## config.mk

```make
export PLATFORM = sky130hd
export DESIGN_NAME = swstk_ctrl
export DESIGN_NICKNAME = d
export VERILOG_FILES = /design/src/rtl/swstk_pkg.sv /design/src/rtl/swstk_ctrl.sv
export SDC_FILE = /design/constraint.sdc
export NUM_CORES = 1
export LEC_CHECK = 0
export ABC_AREA = 1
export ABC_CLOCK_PERIOD_IN_PS = 800
export BUFFER_PORTS_ARGS = -buffer_cell sky130_fd_sc_hd__clkbuf_2
export CAP_MARGIN = 40
export CORE_AREA = 5 5 42 44
export CTS_BUF_LIST = sky130_fd_sc_hd__clkbuf_8
export CTS_CLUSTER_SIZE = 14
export DETAILED_ROUTE_END_ITERATION = 8
export DIE_AREA = 0 0 47 49
export GPL_TIMING_DRIVEN = 0
export SETUP_SLACK_MARGIN = 0.02
export SYNTH_ARGS = -nofsm -noshare
export SYNTH_HDL_FRONTEND = slang
export SYNTH_SLANG_ARGS = --single-unit
```

## constraint.sdc

```tcl
create_clock -name clk -period 0.8 [get_ports clk]
set_input_delay 0.08 -clock clk [delete_from_list [all_inputs] [get_ports clk]]
set_output_delay 0.08 -clock clk [all_outputs]
set_load 0.03 [all_outputs]
```

## src/rtl/swstk_pkg.sv

```systemverilog
`timescale 1ns / 1ps

package swstk_pkg;

  // Sizing of the pool
  localparam int STACK_DEPTH = 1024;
  localparam int REQUESTERS  = 8;
  localparam int WORD_BITS   = 32;

  // Fixed field widths of the channels
  localparam int CMD_W      = 2;
  localparam int REQ_W      = 3;
  localparam int PORT_WORD_W = 32;

  // Derived widths
  localparam int PTR_W     = (STACK_DEPTH > 1) ? $clog2(STACK_DEPTH) : 1;
  localparam int FILL_W    = $clog2(STACK_DEPTH + 1);
  localparam int REQ_IDX_W = (REQUESTERS > 1) ? $clog2(REQUESTERS) : 1;

  // Command codes
  typedef enum logic [CMD_W-1:0] {
    CMD_PUSH  = 2'd0,
    CMD_POP   = 2'd1,
    CMD_CHECK = 2'd2
  } cmd_code_t;

  // Controller to datapath commands
  typedef struct packed {
    logic capture;  // take the input beat, start memory reads
    logic commit;   // apply the command, load the result register
  } dp_ctl_t;

endpackage

```

## src/rtl/swstk_ctrl.sv

```systemverilog
`timescale 1ns / 1ps

// Sequencer: fetch cycle, then execute once the result register is free
module swstk_ctrl (
  input  logic               clk,
  input  logic               rst_n,
  input  logic               in_valid,
  output logic               in_ready,
  output logic               out_valid,
  input  logic               out_ready,
  output swstk_pkg::dp_ctl_t ctl
);

  typedef enum logic [1:0] {
    ST_IDLE = 2'b01,
    ST_EXEC = 2'b10
  } state_t;

  state_t state_r, state_nxt;
  logic   out_valid_r, out_valid_nxt;
  logic   out_free;

  assign in_ready    = (state_r == ST_IDLE);
  assign out_valid   = out_valid_r;
  assign out_free    = !out_valid_r || out_ready;
  assign ctl.capture = in_valid && in_ready;
  assign ctl.commit  = (state_r == ST_EXEC) && out_free;

  // Next state
  always_comb begin
    state_nxt = state_r;
    unique case (state_r)
      ST_IDLE: begin
        if (ctl.capture) state_nxt = ST_EXEC;
      end
      ST_EXEC: begin
        if (ctl.commit) state_nxt = ST_IDLE;
      end
      default: state_nxt = ST_IDLE;
    endcase
  end

  // Result beat valid
  always_comb begin
    out_valid_nxt = out_valid_r;
    if (ctl.commit) begin
      out_valid_nxt = 1'b1;
    end else if (out_ready) begin
      out_valid_nxt = 1'b0;
    end
  end

  always_ff @(posedge clk) begin
    if (!rst_n) begin
      state_r     <= ST_IDLE;
      out_valid_r <= 1'b0;
    end else begin
      state_r     <= state_nxt;
      out_valid_r <= out_valid_nxt;
    end
  end

endmodule

```

After elaboration in Yosys (flattened, before gate mapping)
Cells that the tools add are included.
{ "totals": {"register_bits": 3, "in_bits": 4, "word_cells": 17} }
{ "classes": {"eq_ne": 4, "mux": 5, "n_reduce_logical": 6} }
{ "op_table": {"columns": ["cell", "count"], "rows": [
  ["$mux W2", 2],
  ["$pmux W2 S2", 1],
  ["$eq A2 B1 Y1 const B", 1],
  ["$eq A2 B2 Y1 const B", 1],
  ["$logic_and A1 B1 Y1", 2],
  ["$mux W1", 2],
  ["$ne A2 B1 Y1 const B", 1],
  ["$ne A2 B2 Y1 const B", 1],
  ["$reduce_and A2 Y1", 1],
  ["$reduce_bool A2 Y1", 1],
  ["$logic_not A1 Y1", 1],
  ["$logic_or A1 B1 Y1", 1]
]} }

Longest topological paths before layout
Gate-level depths: netlist of the first run.
{ "logic_depth": {"word_depth": 5, "mapped_depth": 5, "mapped_depth_nobuf": 5} }

Worst setup path after synthesis of the first run
No wires, ideal clock.
{ "synth_path": {"path_type": "register to output", "start": "register out_valid_r, in the netlist out_valid", "end": "output ctl[0] (netlist bit)", "t_arrival_ns": 0.918, "t_required_ns": 0.720, "path_slack_ns": -0.198, "path_stages_with_launch": 5, "path_buffers": 1, "path_cell_list": "dfxtp_1 inv_1 nor2_4 nor3_1 buf_4"} }
{ "synth_lines": {"columns": ["element", "line", "rtl"], "rows": [
  ["from (decl)", "swstk_ctrl.sv:20", "logic out_valid_r, out_valid_nxt;"],
  ["from (signal assigned)", "swstk_ctrl.sv:59", "out_valid_r <= out_valid_nxt;"],
  ["to (decl)", "swstk_ctrl.sv:11", "output swstk_pkg::dp_ctl_t ctl"]
]} }

==> flow_summary.toml, run 1 <==
[placed_design]
placed_area_sq_um = 216
routabilityCongestion = 0.611
placed_cells = 42
io_buffer_count = 7

[floorplanning]
start_util_pct = 10.9
dieArea_sq_um = 2300
die_h_microns = 49
std_cell_rows = 14
core_area_sq_um = 1400
fp.dieW_microns = 47
boundaryPins = 8

[hold_path]
holdCritPathClass = "in -> reg"

[run_status]
violations = "setup timing"
status = "finished, violations left"

[logic_synthesis]
post_synth_num_cell_types = 11
syn_area_sq_um = 153
synth-seq-cells = 3
avgSynthCellArea_sq_um = 8.03
ys_warn_count = 0
syn-num-nets = 23
yosysSeqAreaShare_pct = 39.3
netlist_instances = 19

[worst_setup_path]
endpoint = "ctl[0]"
critPathMaxFanout = 4
timing.rr.end = "state_r[0]"
cp-end-kind = "output port"
cp.arrival_ps = 940
worstSetupPathType = "reg -> out"
start_kind = "flip-flop"
regToRegStartpoint = "out_valid"
r2r_setup_slack_ps = -50
cp_data_required_time_ps = 720
crit_start = "state_r[0]"
reg2reg_depth = 6

[detailed_routing]
initialDrtViolationCount = 2
routed_via_density = 3.45
drc = 0
final_antenna_net_count = 0
vias = 176
first_pass_iters = 2
routedWlPerCell_microns = 8.02
routed_wl_microns = 409

[clocking]
clock-sinks = 3
clock_latency_ps = 220
cts_made_buffers = 3
cts_buffer_depth = 2
hold_buffers = 0
cts_tree = "done"
clk_pin_slew_worst_paths_ps = 30
cts-root-buf = "clkbuf_8"
htreeDepth = 1

[power_and_ir_drop]
powerDensity_nw_per_um2 = 1960
vdd_drop_max_mv = 0.562
p_leak_nw = 0.170

[layout]
seqCellArea_sq_um = 68.8
final_cell_count_no_fill = 51
diodes = 0
multi_input_area_sq_um = 86.3
mostFrequentLayoutCells = "4 x clkbuf_8, 4 x buf_4, 3 x inv_2, 3 x clkbuf_2, 3 x buf_8"
finalInstanceArea_sq_um = 368
fillers = 159
nNetsFinal = 40
drive_above_1_share_pct = 85.7
area_delta_synth_final_pct = 141

[global_routing]
grtUsageTotal_pct = 4.93
grt_start_max_net_pins = 5
grt_pass1_vias = 193
grt_pass1_wl_microns = 717
overflow = 0
antenna_found_initial = 0

[timing]
slew_violations = 0
final_hold_viol_count = 0
relSlewSlack_pct = 90.5
finalSetupViolCount = 7
max_freq_ghz = 0.980
fin_worst_skew_ps = 0.754
period_share_pct = 128
rsz0062_at_grt = "true"
min_period_ps = 1020
worst_pin_slew_ps = 142
setup_ws_ps = -221

[job]
maxCapViolations = 0
-- logic make-up (layout without fill, tap and decap cells) --
family	Yosys count	count (layout)	share of synthesized area, %
buffers and inverters	6	22	17.2
and+or+nand+nor	8	8	32.8
DFF	3	3	39.3
AOI/OAI and AO/OA	2	2	10.7
-- cell usage after synthesis, drive strengths merged --
library cell / n / area (sq um)
o21a: 1 / 7.51
a21oi: 1 / 8.76
nor2: 2 / 17.5
dfxtp: 3 / 60.1
buf: 1 / 7.51
nand3: 1 / 10.0
nor3: 1 / 5.00
inv: 5 / 18.8
nand2: 4 / 17.5
-- critical path: stages, from the launching register on --
cell	delay, ps
dfxtp_4	360
nor3_2	190
clkbuf_8	180
-- how the worst min path moves through the flow --
stage	startpoint	end	slack [ps]	depth (start not counted)
CTS	rst_n	state_r[0]	50	2
global route	rst_n	state_r[0]	60	2
global placement	rst_n	state_r[0]	270	2
finish	rst_n	state_r[0]	50	2
detailed placement	rst_n	state_r[0]	280	2
floorplan	rst_n	state_r[0]	150	1
-- power breakdown --
part / internal (mW) / leakage, nW / switching, mW / total, mW
Sequential: 0.155 / 0.0258 / 0.0101 / 0.165
Clock: 0.326 / 0.0269 / 0.0981 / 0.424
Combinational: 0.0679 / 0.117 / 0.0636 / 0.131
-- area by class of cell --
cell class	instances	share of cell area (%)
repair buffers	13	34.4
clock buffers	3	11.2
clock inverters	1	1.02
well taps	16	5.44
inverters	5	5.78
flip-flops and latches	3	18.7
multi-input cells	10	23.5
-- flip-flops by register name, indices dropped and copies added (netlist names) --
signal and cells:
state_r 2, out_valid 1
-- repair_timing --
item / 4_1_cts / 5_1_grt
resized for setup: 15 / 8
setup endpoints to repair: 5 / 7
cloned: 0 / 0
setup buffers: 4 / 2
pin swaps: 2 / 0
-- metal layers --
layer / part of all wire, % / global-route usage [%] / wire length [microns]
met5: 0 / 0 / 0
met4: 4.9 / 8.29 / 20
met3: 5.9 / 1.11 / 24
met2: 55 / 6.79 / 226
met1: 34 / 4.17 / 138
-- stage by stage --
stage / power [mW] / worst slack, ps / setup TNS (ps) / utilization (%) / hold WS (ps)
after floorplan: 0.214 / -16.0 / -16.0 / - / 149
after global placement: 0.237 / -99.2 / -157 / 15.4 / 269
after detailed placement: 0.238 / -109 / -180 / 15.4 / 277
after CTS: 0.711 / -230 / -740 / 23.8 / 53.5
after global routing: 0.760 / -274 / -1090 / 26.3 / 60.9
final: 0.721 / -221 / -819 / 26.3 / 52.0
(Power assumes the default switching activity.)
==> run 2: changes to the inputs <==
- SETUP_SLACK_MARGIN: 0.02 -> 0.2
==> run 2 against run 1 <==
The run still ends with setup timing left. Sequential power barely moved. Critical path depth up 3. Hold slack lost 2.0 ps. Via count is 2.8% higher. Cell count increased by 3.9%. Sequential share of layout area decreased by 1.6 points. Clock power is 1% lower. Maximum frequency is 2.1% lower. First-iteration DRC count shrank 100%. Non-clock buffer count rose by 2. Flip-flop and latch count unchanged. Die area did not move. Critical endpoint unchanged. Largest cell class unchanged. Highest routed layer is now met3.
==> flow_summary.toml, run 2 (synthesis results as in run 1) <==
[worst_setup_path]
cp_cell_sequence = "inv_2 -> nor2_4 -> nor3_2 -> buf_4 -> buf_8"
cp.arrival_ps = 960
cp-end-kind = "output port"
cpPeakStageDelay_ps = 330
cp.buffers_inverters = 3
worstSetupPathType = "reg -> out"
critPathMaxFanout = 2
r2r_setup_slack_ps = -60
crit_family = "flip-flops"
cp_data_required_time_ps = 720
slowest_stage = "dfxtp_4"
start_kind = "flip-flop"

[timing]
max_freq_ghz = 0.959
worst_pin_slew_ps = 111
rsz0062_at_grt = "true"
min_period_ps = 1040
final_hold_viol_count = 0
fin_worst_skew_ps = 1.49
relSlewSlack_pct = 92.5
slew_violations = 0
finalSetupTns_ps = -919
setup_ws_ps = -242
period_share_pct = 130
finalSetupViolCount = 7

[global_routing]
grt_pass1_vias = 202
grt_busiest_layer = "met2"
globalRouteMet2Util_pct = 7.47
gr-usage-met1_pct = 3.29
use_met3_pct = 1.11
grtUsageTotal_pct = 4.64
antenna_found_initial = 0
grt_start_max_net_pins = 5
overflow = 0
grt_pass1_wl_microns = 690

[clocking]
cts-root-buf = "clkbuf_8"
clock_latency_ps = 210
cts_tree = "done"
clk_pin_slew_worst_paths_ps = 30
hold_buffers = 0
clock-sinks = 3
cts_made_buffers = 3
htreeDepth = 1
cts_buffer_depth = 2

[detailed_routing]
drc = 0
routed_via_density = 3.42
vias = 181
initialDrtViolationCount = 0
first_pass_iters = 1
routed_wl_microns = 387
final_antenna_net_count = 0
routedWlPerCell_microns = 7.30

[power_and_ir_drop]
p_sw_share_pct = 23.3
internal_power_mw = 0.564
p_leak_nw = 0.186
powerDensity_nw_per_um2 = 1830
vdd_drop_max_mv = 0.332
comb_power_share_pct = 21.0
power_frac_clock_pct = 56.9
p_seq_share_pct = 22.1
switchingPower_mw = 0.172

[layout]
nNetsFinal = 42
mostFrequentLayoutCells = "5 x buf_4, 4 x buf_8, 3 x nand2_2, 3 x clkbuf_8, 3 x clkbuf_2"
layout_commonest_cell = "buf_4"
diodes = 0
top_register = "state_r"
fin_util_pct = 28.7
area_delta_synth_final_pct = 163
largest_register_ffs = 2
fillers = 155
drive_above_1_share_pct = 89.2

[hold_path]
holdCritPathClass = "in -> reg"

[floorplanning]
start_util_pct = 10.9
boundaryPins = 8
std_cell_rows = 14
fp.dieW_microns = 47
core_area_sq_um = 1400
die_h_microns = 49
dieArea_sq_um = 2300

[run_status]
status = "finished, violations left"
violations = "setup timing"

[placed_design]
dp_slack_ps = -96.2
io_buffer_count = 7
routabilityCongestion = 0.641

[job]
maxCapViolations = 0
## run 2: cell types whose count changed in the layout (fill, tap and decap cells not counted), sizes merged
cell,delta
buf,+3
clkbuf,-1
## run 2: layout make-up
class                   count  area [sq um]  area share, %
repair buffers             14           148           36.8
multi-input cells          10          88.8           22.1
flip-flops and latches      3          68.8           17.1
clock buffers               3          41.3           10.3
inverters                   5          23.8           5.92
well taps                  16          20.0           4.98
plain buffers               1          7.51           1.87
clock inverters             1          3.75          0.935
## run 2: power by group through the flow
| stage | Combinational, mW | Sequential [mW] | Clock [mW] |
|---|---|---|---|
| 2_1_floorplan | 0.0545 | 0.165 | 0 |
| 3_3_place_gp | 0.0794 | 0.164 | 0 |
| 3_5_place_dp | 0.0800 | 0.165 | 0 |
| 4_1_cts | 0.148 | 0.162 | 0.440 |
| 5_1_grt | 0.165 | 0.164 | 0.443 |
| 6_report | 0.154 | 0.163 | 0.419 |
## run 2: through the flow
stage | hold WS (ps) | cells | cell area [sq um] | total power, mW
finish | 50.0 | 53 | 402 | 0.736
global route | 72.7 | 53 | 402 | 0.771
CTS | 55.0 | 53 | 397 | 0.750
detailed placement | 279 | 42 | 220 | 0.245
global placement | 269 | 42 | 220 | 0.244
floorplan | 149 | 19 | 165 | 0.220
## run 2: path summary, 6_finish.rpt
kind | startpoint | to | depth (start not counted)
setup / recovery | out_valid | ctl[0] | 5
hold / removal | rst_n | state_r[0] | 2
setup reg to reg | state_r[0] | state_r[0] | 5
hold reg to reg | state_r[1] | state_r[1] | 4
## run 2: per-layer routing
metal / wire, microns / share of wire [%] / vias to the layer above
met5: 0 / 0 / -
met4: 0 / 0 / 0
met3: 21 / 5.4 / 0
met2: 256 / 66 / 6
met1: 110 / 28 / 84
li1: - / - / 91
## run 2: worst register-to-register path: stages (launching register included)
cell and delay, ps:
dfxtp_4 360, buf_12 100, nand3_4 80, buf_6 130, nand2_2 50, nand2_1 40
## run 2: timing repair
| item | 4_1_cts | 5_1_grt |
|---|---|---|
| pin swaps | 3 | 2 |
| gates resized for setup | 17 | 4 |
| setup endpoints to repair | 7 | 7 |
| setup buffers | 7 | 0 |
